$ cat src/rtl/core/tcf_pkg.sv
package tcf_pkg;

  localparam int unsigned CfgIdxW = 2;
  localparam int unsigned RawW = 16;
  localparam int unsigned OutW = 25;
  localparam int unsigned WeightW = 17;
  localparam int unsigned GainW = 10;
  localparam int unsigned AngleFracBitsDef = 16;
  localparam int unsigned CordicSteps = 24;
  localparam int unsigned TabFrac = 24;
  localparam int unsigned StepW = 5;
  // cordic datapath width: 16-bit magnitude shifted by 24, growth, sign
  localparam int unsigned CordW = 44;
  // angle accumulator width in table units (Q24)
  localparam int unsigned AccW = 34;

  localparam logic [CfgIdxW-1:0] CfgBlendWeight = 2'd0;
  localparam logic [CfgIdxW-1:0] CfgGyroGain = 2'd1;
  localparam logic [CfgIdxW-1:0] CfgGyroOffset = 2'd2;

  localparam logic [WeightW-1:0] WeightOne = 17'd65536;

  typedef struct packed {
    logic signed [RawW-1:0] acc_x;
    logic signed [RawW-1:0] acc_z;
    logic signed [RawW-1:0] gyro_y;
  } sample_t;

  function automatic logic [AccW-1:0] atan_tab(input logic [StepW-1:0] i);
    logic [AccW-1:0] r;
    case (i)
      5'd0: r = 34'd754974720;
      5'd1: r = 34'd445687602;
      5'd2: r = 34'd235489089;
      5'd3: r = 34'd119537938;
      5'd4: r = 34'd60000934;
      5'd5: r = 34'd30029717;
      5'd6: r = 34'd15018523;
      5'd7: r = 34'd7509720;
      5'd8: r = 34'd3754917;
      5'd9: r = 34'd1877466;
      5'd10: r = 34'd938734;
      5'd11: r = 34'd469367;
      5'd12: r = 34'd234684;
      5'd13: r = 34'd117342;
      5'd14: r = 34'd58671;
      5'd15: r = 34'd29335;
      5'd16: r = 34'd14668;
      5'd17: r = 34'd7334;
      5'd18: r = 34'd3667;
      5'd19: r = 34'd1833;
      5'd20: r = 34'd917;
      5'd21: r = 34'd458;
      5'd22: r = 34'd229;
      5'd23: r = 34'd115;
      default: r = '0;
    endcase
    return r;
  endfunction

endpackage

$ cat src/rtl/core/tcf_cordic.sv
module tcf_cordic #(
  parameter int unsigned AngleFracBits = tcf_pkg::AngleFracBitsDef,
  parameter int unsigned AngW = AngleFracBits + 9
) (
  input  logic                            clk_i,
  input  logic                            rst_ni,
  input  logic                            start_i,
  input  logic signed [tcf_pkg::RawW-1:0] y_i,
  input  logic signed [tcf_pkg::RawW-1:0] x_i,
  output logic                            done_o,
  output logic signed [AngW-1:0]          angle_o
);
  import tcf_pkg::*;

  localparam int unsigned Sh = TabFrac - AngleFracBits;
  localparam logic signed [AccW-1:0] Deg180 = AccW'(180) <<< TabFrac;
  localparam logic signed [AccW-1:0] Deg90 = AccW'(90) <<< TabFrac;
  localparam logic signed [AccW-1:0] Half = AccW'(1) <<< (Sh - 1);

  logic busy_q, busy_d;
  logic [StepW-1:0] step_q, step_d;
  logic signed [CordW-1:0] x_q, x_d, y_q, y_d;
  logic signed [AccW-1:0] acc_q, acc_d;
  logic done_q, done_d;
  logic signed [CordW-1:0] xe, ye, dx, dy;
  logic signed [AccW-1:0] rnd;

  always_comb begin
    xe = CordW'(x_i);
    ye = CordW'(y_i);
    dx = y_q >>> step_q;
    dy = x_q >>> step_q;
    busy_d = busy_q;
    step_d = step_q;
    x_d = x_q;
    y_d = y_q;
    acc_d = acc_q;
    done_d = 1'b0;
    if (start_i) begin
      step_d = '0;
      if (y_i == '0) begin
        acc_d = (x_i < 0) ? Deg180 : '0;
        done_d = 1'b1;
        busy_d = 1'b0;
      end else if (x_i == '0) begin
        acc_d = (y_i > 0) ? Deg90 : -Deg90;
        done_d = 1'b1;
        busy_d = 1'b0;
      end else begin
        busy_d = 1'b1;
        if (x_i < 0) begin
          acc_d = (y_i >= 0) ? Deg180 : -Deg180;
          x_d = (-xe) <<< TabFrac;
          y_d = (-ye) <<< TabFrac;
        end else begin
          acc_d = '0;
          x_d = xe <<< TabFrac;
          y_d = ye <<< TabFrac;
        end
      end
    end else if (busy_q) begin
      if (!y_q[CordW-1]) begin
        x_d = x_q + dx;
        y_d = y_q - dy;
        acc_d = acc_q + $signed(atan_tab(step_q));
      end else begin
        x_d = x_q - dx;
        y_d = y_q + dy;
        acc_d = acc_q - $signed(atan_tab(step_q));
      end
      step_d = step_q + 1'b1;
      if (step_q == StepW'(CordicSteps - 1)) begin
        busy_d = 1'b0;
        done_d = 1'b1;
      end
    end
  end

  always_ff @(posedge clk_i or negedge rst_ni) begin
    if (!rst_ni) begin
      busy_q <= 1'b0;
      done_q <= 1'b0;
      step_q <= '0;
    end else begin
      busy_q <= busy_d;
      done_q <= done_d;
      step_q <= step_d;
    end
  end

  always_ff @(posedge clk_i) begin
    x_q <= x_d;
    y_q <= y_d;
    acc_q <= acc_d;
  end

  assign rnd = (acc_q + Half) >>> Sh;
  assign done_o = done_q;
  assign angle_o = AngW'(rnd);

endmodule

$ cat src/rtl/core/tilt_complementary_filter_core.sv
// channel   dir  handshake                          payload
// s_axis    in   s_axis_tvalid/s_axis_tready        acc_x, acc_z, gyro_y
// m_axis    out  m_axis_tvalid/m_axis_tready        accel_angle, gyro_angle, fused_angle
// cfg       in   cfg_valid_i/cfg_ready_o            cfg_index_i, cfg_data_i
// one item passes, from accept to the next accept, through 24 cordic steps
// (iterative shift-add unit), the round and product step, the blend step,
// the output step, where a stalled result waits, and the idle step.
// the 0/180 and +/-90 degree shortcuts for a zero input skip the cordic steps.
// reset clears the fused angle to zero and the configuration registers to their defaults.
// a stalled result holds in the output register; the next item is taken
// only after the result has left.
module tilt_complementary_filter_core #(
  parameter int unsigned AngleFracBits = tcf_pkg::AngleFracBitsDef
) (
  input  logic                       clk_i,
  input  logic                       rst_ni,
  input  logic                       s_axis_tvalid,
  output logic                       s_axis_tready,
  // acc_x [15:0], acc_z [31:16], gyro_y [47:32]
  input  logic [47:0]                s_axis_tdata,
  output logic                       m_axis_tvalid,
  input  logic                       m_axis_tready,
  // accel_angle [24:0], gyro_angle [49:25], fused_angle [74:50], zero fill
  output logic [79:0]                m_axis_tdata,
  input  logic                       cfg_valid_i,
  output logic                       cfg_ready_o,
  input  logic [tcf_pkg::CfgIdxW-1:0] cfg_index_i,
  input  logic [31:0]                cfg_data_i
);
  import tcf_pkg::*;

  localparam int unsigned AngW = AngleFracBits + 9;
  localparam int unsigned WideW = AngW + 12;
  localparam logic signed [AngW-1:0] AngMax = AngW'(180) <<< AngleFracBits;

  localparam logic [1:0] StIdle = 2'd0;
  localparam logic [1:0] StAtan = 2'd1;
  localparam logic [1:0] StBlend = 2'd2;
  localparam logic [1:0] StOut = 2'd3;

  logic [1:0] st_q, st_d;
  logic [WeightW-1:0] weight_q;
  logic [GainW-1:0] gain_q;
  logic signed [RawW-1:0] offset_q;
  logic signed [AngW-1:0] fused_q, acc_ang_q, gyr_ang_q, new_fused_q;
  logic signed [AngW-1:0] cord_ang, acc_sat, gyr_sat, fus_sat;
  logic signed [RawW:0] gdiff_q;
  logic signed [WideW-1:0] gsum;
  logic signed [AngW+18:0] mac_q, mac_sum;
  logic [WeightW-1:0] w_eff;
  logic cord_done;
  logic take_in;
  sample_t smp;

  assign smp = sample_t'({s_axis_tdata[15:0], s_axis_tdata[31:16], s_axis_tdata[47:32]});
  assign s_axis_tready = (st_q == StIdle);
  assign take_in = s_axis_tvalid && s_axis_tready;
  assign cfg_ready_o = 1'b1;

  tcf_cordic #(.AngleFracBits(AngleFracBits), .AngW(AngW)) u_cordic (
    .clk_i, .rst_ni,
    .start_i(take_in),
    .y_i(smp.acc_x),
    .x_i(smp.acc_z),
    .done_o(cord_done),
    .angle_o(cord_ang)
  );

  function automatic logic signed [AngW-1:0] sat_w(input logic signed [AngW+18:0] v);
    logic signed [AngW+18:0] m;
    m = (AngW+19)'(AngMax);
    if (v > m) return AngMax;
    if (v < -m) return -AngMax;
    return AngW'(v);
  endfunction

  always_comb begin
    w_eff = (weight_q > WeightOne) ? WeightOne : weight_q;
    acc_sat = sat_w(-(AngW+19)'(cord_ang));
    gsum = WideW'(fused_q) + WideW'(gdiff_q) * $signed({1'b0, gain_q});
    gyr_sat = sat_w((AngW+19)'(gsum));
    mac_sum = mac_q + $signed({1'b0, WeightOne - w_eff}) * gyr_ang_q
              + (AngW+19)'(32768);
    fus_sat = sat_w(mac_sum >>> 16);
    st_d = st_q;
    case (st_q)
      StIdle: if (take_in) st_d = StAtan;
      StAtan: if (cord_done) st_d = StBlend;
      StBlend: st_d = StOut;
      StOut: if (m_axis_tready) st_d = StIdle;
      default: st_d = StIdle;
    endcase
  end

  always_ff @(posedge clk_i or negedge rst_ni) begin
    if (!rst_ni) begin
      st_q <= StIdle;
      weight_q <= 17'd66;
      gain_q <= 10'd4;
      offset_q <= '0;
      fused_q <= '0;
    end else begin
      st_q <= st_d;
      if (cfg_valid_i) begin
        case (cfg_index_i)
          CfgBlendWeight: weight_q <= cfg_data_i[WeightW-1:0];
          CfgGyroGain: gain_q <= cfg_data_i[GainW-1:0];
          CfgGyroOffset: offset_q <= cfg_data_i[RawW-1:0];
          default: ;
        endcase
      end
      if (st_q == StBlend) fused_q <= fus_sat;
    end
  end

  always_ff @(posedge clk_i) begin
    if (take_in) gdiff_q <= (RawW+1)'(smp.gyro_y) - (RawW+1)'(offset_q);
    if (st_q == StAtan && cord_done) begin
      acc_ang_q <= acc_sat;
      gyr_ang_q <= gyr_sat;
      mac_q <= $signed({1'b0, w_eff}) * acc_sat;
    end
    if (st_q == StBlend) new_fused_q <= fus_sat;
  end

  assign m_axis_tvalid = (st_q == StOut);
  assign m_axis_tdata = {5'd0, 25'(new_fused_q), 25'(gyr_ang_q), 25'(acc_ang_q)};

  a_out_hold: assert property (@(posedge clk_i) disable iff (!rst_ni)
    m_axis_tvalid && !m_axis_tready |=> m_axis_tvalid) else $error("result dropped");
  a_no_take_busy: assert property (@(posedge clk_i) disable iff (!rst_ni)
    m_axis_tvalid |-> !s_axis_tready) else $error("item taken while busy");
  a_fused_range: assert property (@(posedge clk_i) disable iff (!rst_ni)
    (fused_q <= AngMax) && (fused_q >= -AngMax)) else $error("fused out of range");

endmodule
$ cat config.mk
export PLATFORM = sky130hd
export DESIGN_NAME = tilt_complementary_filter_core
export DESIGN_NICKNAME = d
export VERILOG_FILES = /design/src/rtl/core/tcf_pkg.sv /design/src/rtl/core/tcf_cordic.sv /design/src/rtl/core/tilt_complementary_filter_core.sv
export SDC_FILE = /design/constraint.sdc
export NUM_CORES = 2
export LEC_CHECK = 0
export ABC_AREA = 1
export BUFFER_PORTS_ARGS = -buffer_cell sky130_fd_sc_hd__buf_2
export CORE_MARGIN = 1.5
export CORE_UTILIZATION = 60
export CTS_CLUSTER_DIAMETER = 150
export CTS_CLUSTER_SIZE = 25
export DETAILED_ROUTE_END_ITERATION = 6
export PLACE_DENSITY = 0.77
export SYNTH_ARGS = -nofsm -noshare
export SYNTH_HDL_FRONTEND = slang
export SYNTH_SLANG_ARGS = --single-unit
$ cat constraint.sdc
create_clock -name clk_i -period 9.6 [get_ports clk_i]
set_clock_uncertainty 0.2 [all_clocks]
set_input_delay 0.96 -clock clk_i [delete_from_list [all_inputs] [get_ports clk_i]]
set_output_delay 0.96 -clock clk_i [all_outputs]
set_load 0.01 [all_outputs]
### Word level (Yosys, flattened, before mapping)

Memories as Yosys holds them, arrays and structs flattened.
Index checks and enable logic that the tools add are counted.

| storage, ports and cells | value |
|---|---|
| latch bits | 0 |
| word-level logic and storage cells | 137 |
| input bits | 87 |
| bits in read-only memories | 1920 |
| output and inout bits | 83 |
| memories | 2 |
| bits in registers | 335 |
| RAM bits | 0 |

Memories:

| memory | words | bits a word | rd ports | clocked after memory_dff | write ports | line | text |
|---|---|---|---|---|---|---|---|
| (no name shown) | 32 | 30 | 1 | 0 | 0 | tcf_pkg.sv:31 | `case (i)` |
| (no name shown) | 32 | 30 | 1 | 0 | 0 | tcf_pkg.sv:31 |  |

| operators by class | value |
|---|---|
| bitwise operators | 0 |
| shift operators | 2 |
| reduce and logical (&&, ||, !) cells | 12 |
| divide/modulo/power cells | 0 |
| order comparisons | 10 |
| add/sub/neg operators | 16 |
| equality and inequality tests | 11 |
| mux-type cells | 65 |
| multipliers | 3 |

Operators with widths:

| cell | count |
|---|---|
| $mux 44 | 12 |
| $mux 34 | 14 |
| $mux 25 | 12 |
| $add 44x44->44 | 2 |
| $sshr 44x5->44 | 2 |
| $sub 44x44->44 | 2 |
| $mul 18x25->43 | 2 |
| $add 44x17->44 const B | 1 |
| $add 44x43->44 | 1 |
| $gt 44x25->1 const B | 1 |
| $lt 44x25->1 const B | 1 |
| $neg 25->44 | 1 |
| $neg 16->20 | 2 |
| $add 34x34->34 | 1 |
| $sub 34x34->34 | 1 |
| $add 33x9->33 const B | 1 |
| $logic_not 16->1 | 2 |
| $mux 32 | 1 |
| $add 25x28->29 | 1 |
| $gt 29x25->1 const B | 1 |
| $lt 29x25->1 const B | 1 |
| $gt 28x25->1 const B | 1 |
| $lt 28x25->1 const B | 1 |
| $mul 17x11->28 | 1 |
| other kinds (22) | 54 |

### Longest topological paths before layout

| depth | value |
|---|---|
| depth in word-level cells | 11 |
| mapped depth | 55 |

### Cells and area by module

A second synthesis with hierarchy kept.

| second synthesis, totals | value |
|---|---|
| cell total of the unflattened synthesis | 9686 |
| area, all modules | 71289.6 µm² |

Modules (own cells, without submodules):

| module | cells each | area an instance (µm²) | instances |
|---|---|---|---|
| tilt_complementary_filter_core | 5803 | 48916.9 | 1 |
| tcf_cordic | 3883 | 22372.7 | 1 |

### Least setup slack after synthesis

No wires, ideal clock.

| path | value |
|---|---|
| path type | flip-flop to flip-flop |
| start point | register weight_q[8] |
| end point | register new_fused_q[10], data pin |
| setup slack | 556 ps |
| data arrival time | 8589 ps |
| buffers on the path | 2 |
| cell stages (with the launch flop) | 49 |
| period minus slack after synthesis | 9044 ps |
| path through | dfrtp_1 -> nor2_1 -> nand2_1 -> nor2_1 -> nand2_1 -> nand2_1 -> inv_1 -> nor2_1 -> clkinv_1 -> ha_1 -> nand3_1 -> nor2_1 -> nand2_1 -> nor2_1 -> nand3_1 -> nand2_1 -> inv_1 -> clkbuf_1 -> [13 not listed] -> ha_1 -> inv_1 -> o21ai_0 -> a31o_2 -> a21oi_1 -> nor2_1 -> nor2_1 -> nor2_1 -> nor2_1 -> nand2_1 -> xor2_1 -> nand3_1 -> nor2_1 -> nand3_1 -> nand2_1 -> nand3_1 -> clkbuf_1 -> and2_1 |

| on the way | value |
|---|---|
| longest elaborated chain between the ends | 11 |
| elaborated cells between the ends (all ways) | 14 |
| those cells by class | 3 x add/sub; 1 x mul; 3 x order compare; 7 x mux |

Ends and longest elaborated chain:

| element | line | text |
|---|---|---|
| from (decl) | tilt_complementary_filter_core.sv:42 | `logic [WeightW-1:0] weight_q;` |
| from (signal assigned) | tilt_complementary_filter_core.sv:106 | `CfgBlendWeight: weight_q <= cfg_data_i[WeightW-1:0];` |
| $gt 17x17->1 | tilt_complementary_filter_core.sv:78 | `w_eff = (weight_q > WeightOne) ? WeightOne : weight_q;` |
| $mux 17 (*) | tilt_complementary_filter_core.sv:78 |  |
| $sub 17x17->17 (*) | tilt_complementary_filter_core.sv:82 | `mac_sum = mac_q + $signed({1'b0, WeightOne - w_eff}) * gyr_ang_q` |
| $mul 18x25->43 (*) | tilt_complementary_filter_core.sv:82 |  |
| $add 44x43->44 (*) | tilt_complementary_filter_core.sv:82 |  |
| $add 44x17->44 (*) | tilt_complementary_filter_core.sv:83 | `+ (AngW+19)'(32768);` |
| $lt 28x25->1 | tilt_complementary_filter_core.sv:73 | `if (v < -m) return -AngMax;` |
| $mux 1 (2 in a row) | tilt_complementary_filter_core.sv:73 |  |
| $mux 25 | tilt_complementary_filter_core.sv:74 | `return AngW'(v);` |
| $mux 25 (*) | tilt_complementary_filter_core.sv:73 |  |
| named net fus_sat[10] | tilt_complementary_filter_core.sv:46 | `logic signed [AngW-1:0] cord_ang, acc_sat, gyr_sat, fus_sat;` |
| to (signal assigned) | tilt_complementary_filter_core.sv:123 | `if (st_q == StBlend) new_fused_q <= fus_sat;` |
| to (decl) | tilt_complementary_filter_core.sv:45 | `logic signed [AngW-1:0] fused_q, acc_ang_q, gyr_ang_q, new_fused_q;` |

Mark *: on every way through the listed nets, which the timed path passes. The rest lies on a longest branch. The select of a mux whose other input is x is not followed.
A chain may end at the register's enable or synchronous reset.

### Worst setup path in the final report

| path | value |
|---|---|
| start point | register weight_q[1] |
| end point | register new_fused_q[8], data pin |

The elaborated chain is that of the path after synthesis.

==> results.py <==
metrics = {
    "worst_setup_path": {
        "setup.worst_path.class": "reg2reg",
        "crit_path_end_kind": "register",
        "critPathMaxFanout": 10,
        "critPathTopFamily": "adder cells",
        "crit_required_ps": 9880,
        "cp_num_buf_inv": 13,
        "worstSetupStartpointType": "register",
        "crit_arrival_ps": 9700,
        "crit_slowest_cell": "dfstp_2",
        "cp_slowest_stage_delay_ps": 550,
    },
    "clocking": {
        "cts_root_buf": "clkbuf_16",
        "worstSkewPairLatency_ps": 620,
        "cts.sinks": 333,
        "clkTransAtPathRegs_ps": 120,
        "cts_buffer_depth": 3,
        "cts_tree": "done",
        "cts-htree-levels": 1,
        "cts_buffers": 19,
    },
    "timing": {
        "rsz0062_at_grt": "yes",
        "finalHoldViolCount": 0,
        "drv_slew": 0,
        "worst_pin_slew_ps": 1286,
        "max_freq_ghz": 0.1062,
        "finalSetupTns_ps": 0,
        "setup_viol": 0,
        "min_period_over_period_pct": 98.11,
        "relSlewSlack_pct": 14.25,
        "finalWorstSetupSlack_ps": 181.4,
        "whs_ps": 77.84,
        "period_minus_slack_ps": 9419,
    },
    "route": {
        "vias": 63090,
        "routed_via_density": 5.741,
        "drt_first_pass_iters": 7,
        "post_drt_wl_per_cell_microns": 20.24,
        "postRouteAntennaNets": 0,
        "drtIter0Drc": 6119,
        "totalWireLength_mm": 222.4,
        "drc": 1,
    },
    "yosys": {
        "synthSimpleGateAreaFrac_pct": 20.34,
        "synth_top_family_by_area": "adder cells",
        "syn_inst": 9276,
        "synthArstFlopShare_pct": 23.12,
        "syn-cell-area_sq_um": 69930,
        "synth.mux.area_fraction_pct": 0.7157,
        "synth_ff_type": "edfxtp_1",
        "synth_seq_cells": 333,
        "synth_top_cell_by_area": "fa_1",
        "yosysWarnings": 0,
        "synth_seq_area_share_pct": 13.75,
        "synth_edf_count": 256,
        "yosys.area.top_type_share_pct": 30.37,
        "yosysUniqueCellTypes": 69,
        "synth-compound-area-share_pct": 10.21,
        "synth_xor_area_share_pct": 3.217,
        "syn_avg_cell_area_sq_um": 7.539,
        "yosys-top-cells-area": "fa_1 30%, edfxtp_1 11%, inv_1 11%, nand2_1 11%, ha_1 8.4%",
        "synthAdderAreaFrac_pct": 38.82,
    },
    "run": {
        "max_cap_viol_count": 0,
    },
    "place": {
        "dp_slack_ps": 27.11,
        "placedCellCount": 10890,
        "hpwl_mm": 181.2,
        "gp_congestion": 1.029,
        "numPortBuffers": 148,
    },
    "floorplanning": {
        "die_w_microns": 344.4,
        "pin_count": 170,
        "core-area_sq_um": 115900,
        "rows": 125,
        "die_h_microns": 344.4,
        "design.die.area_sq_um": 118600,
        "start_util_pct": 60.34,
    },
    "worst_hold_path": {
        "hp-class": "in2async",
    },
    "grt": {
        "antenna_found_initial": 3,
        "grt_first_pass_wirelength_mm": 343.4,
        "grt_pass1_vias": 62440,
        "grt_max_degree": 84,
        "grt-ovfl-total": 0,
        "grt_usage_pct": 37.32,
    },
    "layout": {
        "final_net_count": 11070,
        "finalNonFillerCells": 10990,
        "drive_above_1_share_pct": 8.522,
        "syn2layout_area_growth_pct": 8.194,
        "fill_cells": 10220,
        "layout_commonest_cell": "inv_1",
        "layout_common_cells": "1970 x inv_1, 1958 x nand2_1, 1047 x fa_1, 818 x nor2_1, 501 x o21ai_0",
    },
    "outcome": {
        "status": "finished, violations left",
        "violations": "DRC",
    },
}
flip-flops by register name, summed over array words and instances (netlist names):
name and flops:
new_fused_q 25, mac_q 43, offset_q 16, weight_q 17, fused_q 25, u_cordic.done_o 1, acc_ang_q 25, u_cordic.x_q 44
st_q 2, u_cordic.busy_q 1, u_cordic.y_q 44, gdiff_q 17, gain_q 10, u_cordic.acc_q 33, u_cordic.step_q 5, gyr_ang_q 25
worst reg2reg max path: cells and delay by family (launching register included):
kind,cells,cell delay [ps]
flip-flops,1,550
AND/OR/NAND/NOR,22,2360
AO/OA/AOI/OAI,4,650
adder cells (fa/ha/maj),8,3610
XOR/XNOR,1,170
buffers and inverters,13,1730
path summary, 6_finish.rpt:
path	slack, ps	cells past startpoint	startpoint	endpoint
hold / removal	80	1	rst_ni	offset_q[3]$_DFFE_PN0P_
hold reg to reg	290	2	fused_q[6]$_DFFE_PN0P_	fused_q[6]$_DFFE_PN0P_
max in group asynchronous	7990	2	rst_ni	u_cordic.step_q[2]$_DFFE_PN0P_
min in group clk_i	290	2	fused_q[6]$_DFFE_PN0P_	fused_q[6]$_DFFE_PN0P_
setup reg to reg	180	48	weight_q[1]$_DFFE_PN1P_	new_fused_q[8]$_DFFE_PP_
setup / recovery	180	48	weight_q[1]$_DFFE_PN1P_	new_fused_q[8]$_DFFE_PP_
layer usage:
layer | track usage, % | vias to the layer above | wire, microns
met1 | 50.53 | 30360 | 88760
met2 | 59.67 | 3246 | 99550
met5 | 0 | - | 19
li1 | - | 28930 | -
met3 | 7.815 | 550 | 24170
met4 | 12.74 | 2 | 9902
stage by stage:
stage / util [%] / cell area [sq um]
after floorplan: - / 69950
after detailed placement: 63.22 / 73270
after global routing: 65.27 / 75650
after global placement: 63.22 / 73270
final: 65.29 / 75660
after CTS: 63.76 / 73890
Yosys cell counts (all sizes together), types with 19 or more instances:
library cell and n:
edfxtp 256, nor2 894, a21o 19, clkbuf 200
o21ai 536, nor3 71, a21oi 485, fa 1061
nand3 377, a31oi 74, or2 23, nand4 62
dfrtp 74, buf 125, mux2i 50, nand2 1992
o21a 54, ha 472, inv 2002, o211ai 28
xor2 165, xnor2 91
timing repair:
action / in CTS / in global routing
pin swaps: 0 / 80
resized for setup: 2 / 253
hold buffers: 0 / 0
gates cloned: 0 / 10
setup endpoints to repair: 14 / 65
buffers inserted: 0 / 49
logic make-up (layout without fill, tap and decap cells):
logic type | after synthesis | count (layout)
and+or+nand+nor | 3472 | 3475
buffers and inverters | 2337 | 2512
adders and majority gates | 1533 | 1533
AOI/OAI and AO/OA | 1293 | 1293
DFF | 333 | 333
xor gates and xnor gates | 256 | 256
muxes | 50 | 50
other | 2 | 14
layout make-up:
type                    instances  area [sq um]  area share, %
well taps                    1524          1907          2.520
repair buffers                465          3453          4.564
clock buffers                  26         501.7         0.6631
flip-flops and latches        333          9622          12.72
multi-input cells            6613         52430          69.30
inverters                    2012          7609          10.06
repair inverters                1         5.005       0.006615
diodes                          8         20.02        0.02646
clock inverters                 8         112.6         0.1488
Power is left out: the tool's default activity adds up to more than one toggle a clock period on the data nets, which glitch-free logic cannot reach.
